===== config.mk =====
export PLATFORM = sky130hd
export DESIGN_NAME = pairwise_vector_distance
export DESIGN_NICKNAME = d
export VERILOG_FILES = /design/src/pvd_pkg.sv /design/src/pvd_engine.sv /design/src/pairwise_vector_distance.sv
export SDC_FILE = /design/constraint.sdc
export NUM_CORES = 2
export LEC_CHECK = 0
export CAP_MARGIN = 20
export CORE_MARGIN = 1.5
export CORE_UTILIZATION = 25
export DETAILED_ROUTE_END_ITERATION = 10
export DONT_BUFFER_PORTS = 1
export PLACE_DENSITY = 0.38
export SLEW_MARGIN = 10
export SYNTH_ARGS = -nofsm -noshare
export SYNTH_HDL_FRONTEND = slang
export SYNTH_SLANG_ARGS = --single-unit

===== constraint.sdc =====
create_clock -name clock -period 12.6 [get_ports clock]
set_clock_uncertainty 0.1 [all_clocks]
set_input_delay 0.63 -clock clock [delete_from_list [all_inputs] [get_ports clock]]
set_output_delay 0.63 -clock clock [all_outputs]
set_load 0.02 [all_outputs]

===== src/pvd_pkg.sv =====
package pvd_pkg;

   localparam int COUNT_BITS = 24;

   localparam int DIFF_W   = 36;
   localparam int TOTAL_W  = 37;
   localparam int SQUARE_W = 60;
   localparam int PRES_W   = 13;
   localparam int DIST_W   = 53;

   localparam logic [1:0] METRIC_BRAY      = 2'd0;
   localparam logic [1:0] METRIC_EUCLID    = 2'd1;
   localparam logic [1:0] METRIC_MANHATTAN = 2'd2;
   localparam logic [1:0] METRIC_JACCARD   = 2'd3;

   localparam logic CSR_METRIC   = 1'b0;
   localparam logic CSR_WEIGHTED = 1'b1;

   typedef enum logic [2:0] {
      ST_ACCUM,
      ST_SETUP,
      ST_ITER,
      ST_RESULT
   } state_type;

   typedef struct packed {
      logic start;
      logic is_sqrt;
   } eng_ctrl_type;

endpackage


===== src/pvd_engine.sv =====
module pvd_engine #(
   parameter int OP_W  = 80,
   parameter int STEPS = 56
) (
   input  logic                 clock,
   input  logic                 reset,
   input  pvd_pkg::eng_ctrl_type ctrl,
   input  logic [OP_W-1:0]      num,
   input  logic [OP_W-1:0]      den,
   output logic                 done,
   output logic [OP_W-1:0]      result
);

   localparam int CNT_W = $clog2(STEPS + 1);
   localparam int RW    = OP_W + 2;

   logic [OP_W-1:0]  num_ff, num_in;
   logic [OP_W-1:0]  den_ff, den_in;
   logic [OP_W-1:0]  q_ff, q_in;
   logic [RW-1:0]    rem_ff, rem_in;
   logic             sqrt_ff, sqrt_in;
   logic [CNT_W-1:0] cnt_ff, cnt_in;
   logic             busy_ff, busy_in;
   logic [RW-1:0]    shifted, trial;

   always_comb begin
      num_in  = num_ff;
      den_in  = den_ff;
      q_in    = q_ff;
      rem_in  = rem_ff;
      sqrt_in = sqrt_ff;
      cnt_in  = cnt_ff;
      busy_in = busy_ff;
      shifted = '0;
      trial   = '0;
      if (ctrl.start) begin
         num_in  = num;
         den_in  = den;
         q_in    = '0;
         rem_in  = '0;
         sqrt_in = ctrl.is_sqrt;
         cnt_in  = ctrl.is_sqrt ? CNT_W'(OP_W / 2) : CNT_W'(STEPS);
         busy_in = 1'b1;
      end else if (busy_ff) begin
         if (sqrt_ff) begin
            shifted = {rem_ff[RW-3:0], num_ff[OP_W-1 -: 2]};
            trial   = {2'b00, q_ff[OP_W-3:0], 2'b01};
            num_in  = {num_ff[OP_W-3:0], 2'b00};
         end else begin
            shifted = {rem_ff[RW-2:0], num_ff[OP_W-1]};
            trial   = {2'b00, den_ff};
            num_in  = {num_ff[OP_W-2:0], 1'b0};
         end
         if (shifted >= trial) begin
            rem_in = shifted - trial;
            q_in   = {q_ff[OP_W-2:0], 1'b1};
         end else begin
            rem_in = shifted;
            q_in   = {q_ff[OP_W-2:0], 1'b0};
         end
         cnt_in = cnt_ff - 1'b1;
         if (cnt_ff == CNT_W'(1)) begin
            busy_in = 1'b0;
         end
      end
   end

   always_ff @(posedge clock) begin
      if (reset) begin
         busy_ff <= 1'b0;
         cnt_ff  <= '0;
      end else begin
         busy_ff <= busy_in;
         cnt_ff  <= cnt_in;
      end
      num_ff  <= num_in;
      den_ff  <= den_in;
      q_ff    <= q_in;
      rem_ff  <= rem_in;
      sqrt_ff <= sqrt_in;
   end

   assign done   = busy_ff && (cnt_ff == CNT_W'(1));
   assign result = q_in;

`ifndef SYNTHESIS
   a_cnt_busy: assert property (@(posedge clock) disable iff (reset)
      busy_ff |-> (cnt_ff != '0)) else $error("engine busy with zero count");
   a_done_end: assert property (@(posedge clock) disable iff (reset)
      done |=> !busy_ff || $past(ctrl.start)) else $error("engine busy after done");
   a_idle_cnt: assert property (@(posedge clock) disable iff (reset)
      (!busy_ff && !ctrl.start) |=> !busy_ff) else $error("engine started itself");
`endif

endmodule


===== src/pairwise_vector_distance.sv =====
// Pairwise distance between two abundance vectors.
// The request channel carries one element pair per transaction (req_x_count,
// req_y_count, req_last_element) with req_valid and req_stall. A pair that is
// not the last is accumulated in the cycle it is taken, so such pairs flow at
// one per cycle. The last pair closes the vector: the block then stalls the
// request channel while one shared shift-subtract unit iterates, one quotient
// or root bit per cycle, and then presents the distance on the response
// channel (rsp_valid, rsp_stall). From the edge that takes the last pair,
// the block passes through its setup state, its iterate state until the
// unit is done, and its result state, which drives rsp_valid. Manhattan
// also runs through the same unit as a divide by one. While the receiver
// stalls, the response is held and no new pair is accepted; the next pair
// can be taken in the cycle after the response is taken. Metric and weighted
// are set through the csr_ port; the user must write them only while the
// block is idle, as the block itself does not enforce this. Synchronous
// reset clears the accumulators, sets Bray-Curtis weighted, drops rsp_valid.
module pairwise_vector_distance #(
   parameter int FRAC_BITS  = 16
) (
   input  logic        clock,
   input  logic        reset,
   input  logic        req_valid,
   output logic        req_stall,
   input  logic [23:0] req_x_count,
   input  logic [23:0] req_y_count,
   input  logic        req_last_element,
   output logic        rsp_valid,
   input  logic        rsp_stall,
   output logic [52:0] rsp_distance,
   output logic        rsp_undefined,
   input  logic        csr_write,
   input  logic        csr_index,
   input  logic [1:0]  csr_data
);

   localparam int OP_W  = 64 + 2 * FRAC_BITS;
   localparam int STEPS = OP_W / 2 + 8;
   localparam int DW    = pvd_pkg::DIFF_W;
   localparam int TW    = pvd_pkg::TOTAL_W;
   localparam int SW    = pvd_pkg::SQUARE_W;
   localparam int PW    = pvd_pkg::PRES_W;
   localparam int OW    = pvd_pkg::DIST_W;

   pvd_pkg::state_type state_ff, state_in;
   logic [1:0]    metric_ff;
   logic          weighted_ff;
   logic [DW-1:0] diff_ff, diff_in;
   logic [TW-1:0] total_ff, total_in;
   logic [SW-1:0] square_ff, square_in;
   logic [PW-1:0] xp_ff, xp_in, yp_ff, yp_in, bp_ff, bp_in;
   logic [OW-1:0] dist_ff, dist_in;
   logic          undef_ff, undef_in;
   logic [OP_W-1:0] num_sel, den_sel;

   logic [23:0] mask, x, y, ad;
   logic [47:0] sq;
   logic        accept, eng_done;
   logic [OP_W-1:0] eng_result;
   pvd_pkg::eng_ctrl_type ctrl;
   logic [TW-1:0] t_sel;
   logic [TW:0]   d_sel, tpd;
   logic [SW-1:0] s_sel;
   logic [PW:0]   tu, bu2;

   assign mask = 24'((64'd1 << pvd_pkg::COUNT_BITS) - 64'd1);
   assign x  = req_x_count & mask;
   assign y  = req_y_count & mask;
   assign ad = (x > y) ? x - y : y - x;
   assign sq = ad * ad;
   assign accept = req_valid && !req_stall;
   assign req_stall = (state_ff != pvd_pkg::ST_ACCUM);

   always_comb begin
      logic [DW:0] ds;
      logic [TW:0] ts;
      logic [SW:0] ss;
      ds = {1'b0, diff_ff} + {(DW-23)'(0), ad};
      ts = {1'b0, total_ff} + (TW+1)'(x) + (TW+1)'(y);
      ss = {1'b0, square_ff} + (SW+1)'(sq);
      diff_in   = ds[DW] ? '1 : ds[DW-1:0];
      total_in  = ts[TW] ? '1 : ts[TW-1:0];
      square_in = ss[SW] ? '1 : ss[SW-1:0];
      xp_in = (x != 0 && xp_ff != '1) ? xp_ff + 1'b1 : xp_ff;
      yp_in = (y != 0 && yp_ff != '1) ? yp_ff + 1'b1 : yp_ff;
      bp_in = (x != 0 && y != 0 && bp_ff != '1) ? bp_ff + 1'b1 : bp_ff;
   end

   always_comb begin
      tu    = {1'b0, xp_ff} + {1'b0, yp_ff};
      bu2   = {bp_ff, 1'b0};
      if (weighted_ff) begin
         t_sel = total_ff;
         d_sel = (TW+1)'(diff_ff);
         s_sel = square_ff;
      end else begin
         t_sel = TW'(tu);
         d_sel = (bu2 <= tu) ? (TW+1)'(tu - bu2) : '0;
         s_sel = SW'(d_sel);
      end
      tpd = {1'b0, t_sel} + d_sel;
   end

   always_comb begin
      num_sel  = '0;
      den_sel  = '0;
      undef_in = undef_ff;
      unique case (metric_ff)
         pvd_pkg::METRIC_BRAY: begin
            num_sel = OP_W'(d_sel) << FRAC_BITS;
            den_sel = OP_W'(t_sel);
            undef_in = (t_sel == '0);
         end
         pvd_pkg::METRIC_EUCLID: begin
            num_sel = OP_W'(s_sel) << (2 * FRAC_BITS);
            den_sel = '0;
            undef_in = 1'b0;
         end
         pvd_pkg::METRIC_MANHATTAN: begin
            num_sel = OP_W'(d_sel) << FRAC_BITS;
            den_sel = OP_W'(1);
            undef_in = 1'b0;
         end
         default: begin
            num_sel = OP_W'(d_sel) << (FRAC_BITS + 1);
            den_sel = OP_W'(tpd);
            undef_in = (t_sel == '0);
         end
      endcase
   end

   always_comb begin
      state_in = state_ff;
      unique case (state_ff)
         pvd_pkg::ST_ACCUM:  if (accept && req_last_element) state_in = pvd_pkg::ST_SETUP;
         pvd_pkg::ST_SETUP:  state_in = pvd_pkg::ST_ITER;
         pvd_pkg::ST_ITER:   if (eng_done) state_in = pvd_pkg::ST_RESULT;
         pvd_pkg::ST_RESULT: if (!rsp_stall) state_in = pvd_pkg::ST_ACCUM;
         default:            state_in = pvd_pkg::ST_ACCUM;
      endcase
   end

   always_comb begin
      ctrl.start   = (state_ff == pvd_pkg::ST_SETUP);
      ctrl.is_sqrt = (metric_ff == pvd_pkg::METRIC_EUCLID);
      rsp_valid    = (state_ff == pvd_pkg::ST_RESULT);
   end

   always_comb begin
      dist_in = dist_ff;
      if (eng_done) begin
         if (undef_ff) dist_in = '0;
         else if (eng_result > OP_W'({OW{1'b1}})) dist_in = '1;
         else dist_in = OW'(eng_result);
      end
   end

   pvd_engine #(.OP_W(OP_W), .STEPS(STEPS)) u_engine (
      .clock (clock), .reset (reset), .ctrl (ctrl),
      .num ((metric_ff == pvd_pkg::METRIC_EUCLID) ? num_sel : num_sel << (OP_W - STEPS)),
      .den (den_sel), .done (eng_done), .result (eng_result)
   );

   always_ff @(posedge clock) begin
      if (reset) begin
         state_ff    <= pvd_pkg::ST_ACCUM;
         metric_ff   <= pvd_pkg::METRIC_BRAY;
         weighted_ff <= 1'b1;
         diff_ff <= '0; total_ff <= '0; square_ff <= '0;
         xp_ff <= '0; yp_ff <= '0; bp_ff <= '0;
      end else begin
         state_ff <= state_in;
         if (csr_write) begin
            if (csr_index == pvd_pkg::CSR_METRIC) metric_ff <= csr_data;
            else weighted_ff <= csr_data[0];
         end
         if (accept) begin
            diff_ff <= diff_in; total_ff <= total_in; square_ff <= square_in;
            xp_ff <= xp_in; yp_ff <= yp_in; bp_ff <= bp_in;
         end else if (state_ff == pvd_pkg::ST_SETUP) begin
            diff_ff <= '0; total_ff <= '0; square_ff <= '0;
            xp_ff <= '0; yp_ff <= '0; bp_ff <= '0;
         end
      end
      if (state_ff == pvd_pkg::ST_SETUP) begin
         undef_ff <= undef_in;
      end
      dist_ff <= dist_in;
   end

   assign rsp_distance  = dist_ff;
   assign rsp_undefined = undef_ff;

`ifndef SYNTHESIS
   a_hold: assert property (@(posedge clock) disable iff (reset)
      (rsp_valid && rsp_stall) |=> rsp_valid && $stable(rsp_distance))
      else $error("response dropped under stall");
   a_undef: assert property (@(posedge clock) disable iff (reset)
      (rsp_valid && rsp_undefined) |-> (rsp_distance == '0))
      else $error("undefined distance not zero");
   a_busy: assert property (@(posedge clock) disable iff (reset)
      rsp_valid |-> req_stall) else $error("request taken while result pending");
`endif

endmodule


# Word level (Yosys, flattened, before mapping)
# Index checks and enable logic that the tools add are counted.
[op_classes]
n_eq_ne = 15
reduce_logical = 24
n_bitwise = 1
multipliers = 1
order_cmp = 4
n_mux = 48
addsub = 14
[ops]
columns = ["operator", "count"]
rows = [
  ["96-bit two-way mux", 7],
  ["98-bit two-way mux", 5],
  ["60-bit two-way mux", 4],
  ["92-bit case mux with 2 select lines", 1],
  ["37-bit two-way mux", 4],
  ["38-bit case mux with 3 select lines", 1],
  ["36-bit two-way mux", 3],
  ["98-bit >= comparator", 1],
  ["97-bit two-way mux", 1],
  ["97-bit subtractor", 1],
  ["96-bit by 53-bit > comparator with 1-bit output (second input constant)", 1],
  ["13-bit two-way mux", 7],
  ["38-bit two-way mux", 2],
  ["60-bit by 48-bit adder with 61-bit output", 1],
  ["53-bit two-way mux", 1],
  ["24-bit by 24-bit multiplier with 48-bit output", 1],
  ["24-bit nonzero test", 2],
  ["24-bit subtractor", 2],
  ["13-bit by 1-bit adder with 13-bit output (second input constant)", 3],
  ["13-bit inequality test (second input constant)", 3],
  ["37-bit by 24-bit adder with 38-bit output", 1],
  ["37-bit by 38-bit adder with 38-bit output", 1],
  ["38-bit by 24-bit adder with 38-bit output", 1],
  ["36-bit by 24-bit adder with 37-bit output", 1],
  ["other kinds (29)", 52],
]
[word_totals]
input_bits = 57
reg_bits = 625

# Logic depth before layout (Yosys ltp)
[logic_depth]
word_depth = 9
ltp_mapped = 46
mapped_depth_nobuf = 43

# Modules after synthesis
# Synthesis repeated with hierarchy kept, for this count alone.
[unflattened]
hier_cells = 7267
hier_area_um2 = 62855.3
[modules_own_cells]
columns = ["mod", "cells_per_inst", "area_each_um2", "instances"]
rows = [
  ["pairwise_vector_distance", 4754, 38864.8, 1],
  ["pvd_engine", 2513, 23990.5, 1],
]

# Least setup slack after synthesis
# No wires, ideal clock.
[synth_path]
path_kind = "input to register"
start = "in req_x_count[0]"
end = "reg square_ff[10]"
path_slack_ns = 1.947
required_ns = 12.366
setup_ns = 0.134
stages = 42
n_path_buf = 2
arrival_time_ns = 10.418
path_cell_list = "inv_1 -> ha_1 -> inv_1 -> fa_1 -> a21o_1 -> a21o_1 -> a21o_1 -> a221o_1 -> a221oi_4 -> o211ai_2 -> nand2_1 -> mux2_2 -> a221oi_2 -> o32ai_2 -> xnor2_2 -> buf_2 -> nand2_1 -> fa_1 -> [... 6 more ...] -> fa_1 -> fa_1 -> inv_1 -> fa_1 -> inv_1 -> ha_1 -> a21oi_1 -> o21ai_0 -> a221o_1 -> a21oi_1 -> o21ai_0 -> a31oi_1 -> o21ai_0 -> a21oi_1 -> and4b_1 -> nor2_1 -> buf_2 -> a211oi_1"
[synth_via]
elab_chain_len = 6
elab_cells_between_ends = 8
[synth_rtl]
columns = ["item", "line_no", "source"]
rows = [
  ["start, declared", "pairwise_vector_distance.sv:24", "input logic [23:0] req_x_count,"],
  ["24-bit subtractor or 24-bit > comparator (tied branches)", "pairwise_vector_distance.sv:68", "assign ad = (x > y) ? x - y : y - x;"],
  ["24-bit two-way mux (*)", "pairwise_vector_distance.sv:68", ""],
  ["24-bit by 24-bit multiplier with 48-bit output (*)", "pairwise_vector_distance.sv:69", "assign sq = ad * ad;"],
  ["60-bit by 48-bit adder with 61-bit output (*)", "pairwise_vector_distance.sv:79", "ss = {1'b0, square_ff} + (SW+1)'(sq);"],
  ["60-bit two-way mux (*)", "pairwise_vector_distance.sv:82", "square_in = ss[SW] ? '1 : ss[SW-1:0];"],
  ["60-bit two-way mux (*)", "pairwise_vector_distance.sv:176", "if (accept) begin"],
  ["end signal, assigned", "pairwise_vector_distance.sv:177", "diff_ff <= diff_in; total_ff <= total_in; square_ff <= square_in;"],
  ["end, declared", "pairwise_vector_distance.sv:49", "logic [SW-1:0] square_ff, square_in;"],
]
# Mark *: on every way between the ends. The rest lies on a longest branch, timed or not.
# A chain may end at the register's enable or synchronous reset.

# Worst setup path in the final report
[layout_path]
start = "in req_x_count[0]"
end = "reg square_ff[9]"
# The elaborated chain is that of the path after synthesis.

==> summary.md <==
| Metric | Value |
|---|---|
| Run status | finished, final reports clean |
| Fraction of layout instances using a drive strength above 1 | 6.58% |
| Path type of the worst setup path | input port to flip-flop |
| Synthesized instance count | 6879 |
| Cell repeated most along the worst path | fa_1 |
| Core Region | 233000 sq um |
| CP Data Required Time | 13.04 ns |
| Depth of the CTS H-tree | 3 |
| Sequential cell area | 12700 sq um |
| Clock Root Buffer | clkbuf_16 |
| Placed wire-length estimate | 179000 um |
| Most frequent cells in the layout | inv_1, nor2_1, nand2_1, a21oi_1, fa_1 |
| Number of fill cells in the layout | 25063 |
| Vias | 48909 |
| Number of antenna violations at the first check in global routing | 4 |
| Seq cells post-synth | 550 |
| Setup WS pre-CTS | 0.563 ns |
| Post-Syn Area | 58500 sq um |
| Detailed Routing Iterations Pass 1 | 6 |
| Final GP Congestion | 0.911 |
| Synthesized netlist net count | 7889 |
| First-pass GRT wire length | 336000 um |
| Total clock buffers created by CTS | 78 |
| Count of cell types in the netlist | 95 |
| Via-to-Cell Ratio | 4.98 |
| CTS Sinks | 550 |
| Final count of pins violating max slew | 0 |
| Clock latency at the later pin of the worst-skew pair | 0.68 ns |
| Initial core utilization | 25.1% |
| CTS clk-pin slew, worst paths | 0.05 ns |
| Unrepaired setup endpoints after global routing | false |
| Multi-input gate area | 41100 sq um |
| Max cap viols | 0 |
| Delay of the slowest critical-path stage | 0.57 ns |
| Flip-flop cell with the highest count after synthesis | dfxtp_1 |
| Number of rows in the core area | 177 |
| Per-cell routed wire length | 22.9 um |
| # diodes | 0 |
| Number of enable flip-flop cells after synthesis | 173 |
| Dominant cells by area after synthesis | fa_1, dfxtp_1, ha_1, edfxtp_1, inv_1 |
| Number of gates resized after CTS | 0 |
| Hold Path Class | input port to flip-flop |
| Most common cell after layout, fill and taps aside | inv_1 |
| Largest net degree at the start of global routing | 127 |
| Area leader, netlist | fa_1 |
| Critical-path maximum fanout | 45 |
| Share of flip-flops with an asynchronous set or reset after synthesis | 0% |
| Peak Freq | 87.4 MHz |
| Total wire length after detailed routing | 225000 um |
| DRC violations left | 0 |
| PortBufs | 0 |
| Post-Route Setup TNS | 0 ns |
| Deepest clock path buffer count | 3 |
| Worst hold margin | 0.127 ns |
| Gr usage total | 18.7% |
| Share of Yosys cell area claimed by the top area cell type | 17.3% |
| Min cycle time layout | 11.44 ns |
| Critical-path cell with the highest stage delay | fa_1 |
| Worst endpoint data arrival time | 11.87 ns |
| Final hold violations | 0 |
| Synth warnings | 0 |
| Width of the die | 487 um |
| Final-report setup violation count | 0 |
| Ports | 113 |
| Initial DRC count | 3282 |
| Headroom to the max-slew limit | 22.1% |
| Fin crit share | 90.8% |
| Mean instance size in the synthesized netlist | 8.50 sq um |
| Final core utilization | 27.8% |
| Worst-Margin Slew | 1.16 ns |
| Kind of end point of the critical path | flip-flop |
| Least setup slack across all paths after layout | 1.16 ns |
| Count of nets after finishing | 7719 |
| Routed Antenna Nets | 0 |
| Remaining global-route overflow | 0 |
| Vias in the first global route | 50641 |
| Layout overhead on the synthesized area | 10.4% |
| Fraction of the yosys area taken by sequential cells | 21.8% |
| Die area | 237000 sq um |
| Clock tree from TritonCTS | done |
| Kind of launch point of the worst setup path | input port |
| Die outline height | 487 um |
-- through the flow --
step | std cells | cell area, sq um
floorplan | 6879 | 58500
finish | 9816 | 64600
global route | 9816 | 64600
detailed placement | 9662 | 61800
CTS | 9813 | 64500
global placement | 9661 | 61800
-- sequential cells by signal, summed over array words and instances, names as in the netlist, 13 cells and up --
register / count
xp_ff: 13
diff_ff: 36
bp_ff: 13
yp_ff: 13
u_engine.den_ff: 38
u_engine.num_ff: 80
total_ff: 37
u_engine.rem_ff: 97
rsp_distance: 53
u_engine.q_ff: 96
square_ff: 60
-- metal layers --
metal	vias to the layer above	track usage (%)	share of wire [%]
met1	24265	24.6	46
li1	23380	-	-
met3	268	2.31	3.7
met2	996	31.7	47
met5	-	0	0
met4	0	5.60	3.3
-- critical path, delay by kind of cell --
kind,cells,cell delay [ns]
and+or+nand+nor,4,0.71
adders and majority gates,10,4.64
buffers and inverters,8,1.27
xor gates and xnor gates,1,0.38
AOI/OAI and AO/OA,16,3.79
muxes,1,0.36
-- final timing paths --
check,startpoint,end,slack (ns),depth (start not counted)
worst max-delay path,req_x_count[0],square_ff[9]$_SDFFE_PP0P_,1.16,40
worst min-delay path,csr_write,metric_ff[0]$_SDFFE_PP0P_,0.13,3
worst max register to register,xp_ff[0]$_SDFFE_PP0P_,u_engine.den_ff[36]$_DFFE_PP_,2.04,35
worst min register to register,u_engine.rem_ff[91]$_SDFFE_PP0P_,u_engine.rem_ff[91]$_SDFFE_PP0P_,0.37,2
-- what timing repair did --
action	in CTS	in global routing
setup buffers	0	0
hold endpoints to repair	82	0
hold buffers	7	0
-- cells by family after synthesis --
| group | share of synthesized area, % |
|---|---|
| mux | 6.29 |
| buf+inv | 8.18 |
| fa+ha+maj | 26.9 |
| compound gates | 18.5 |
| flops | 21.8 |
| simple gates | 14.1 |
| xor+xnor | 4.28 |
-- cells in the mapped netlist (95+ instances only) --
cell type  count
nor2_1       685
edfxtp_1     173
fa_1         506
xor2_1       109
dfxtp_1      377
a21oi_1      518
nand4_1       96
ha_1         447
a21o_1       168
a211oi_1     155
nand3_1       95
mux2i_1      238
xnor2_1      158
mux2_2       114
inv_1        866
o21ai_0      250
clkbuf_1     286
nand2_1      592
-- area by class of cell --
type | instances | area share (%)
repair buffers | 117 | 1.49
multi-input cells | 5082 | 63.7
well taps | 3043 | 5.90
clock buffers | 114 | 3.56
flip-flops and latches | 550 | 19.7
clock inverters | 30 | 0.506
inverters | 880 | 5.12
Power is left out: the tool's default activity adds up to more than one toggle a clock period on the data nets, which glitch-free logic cannot reach.
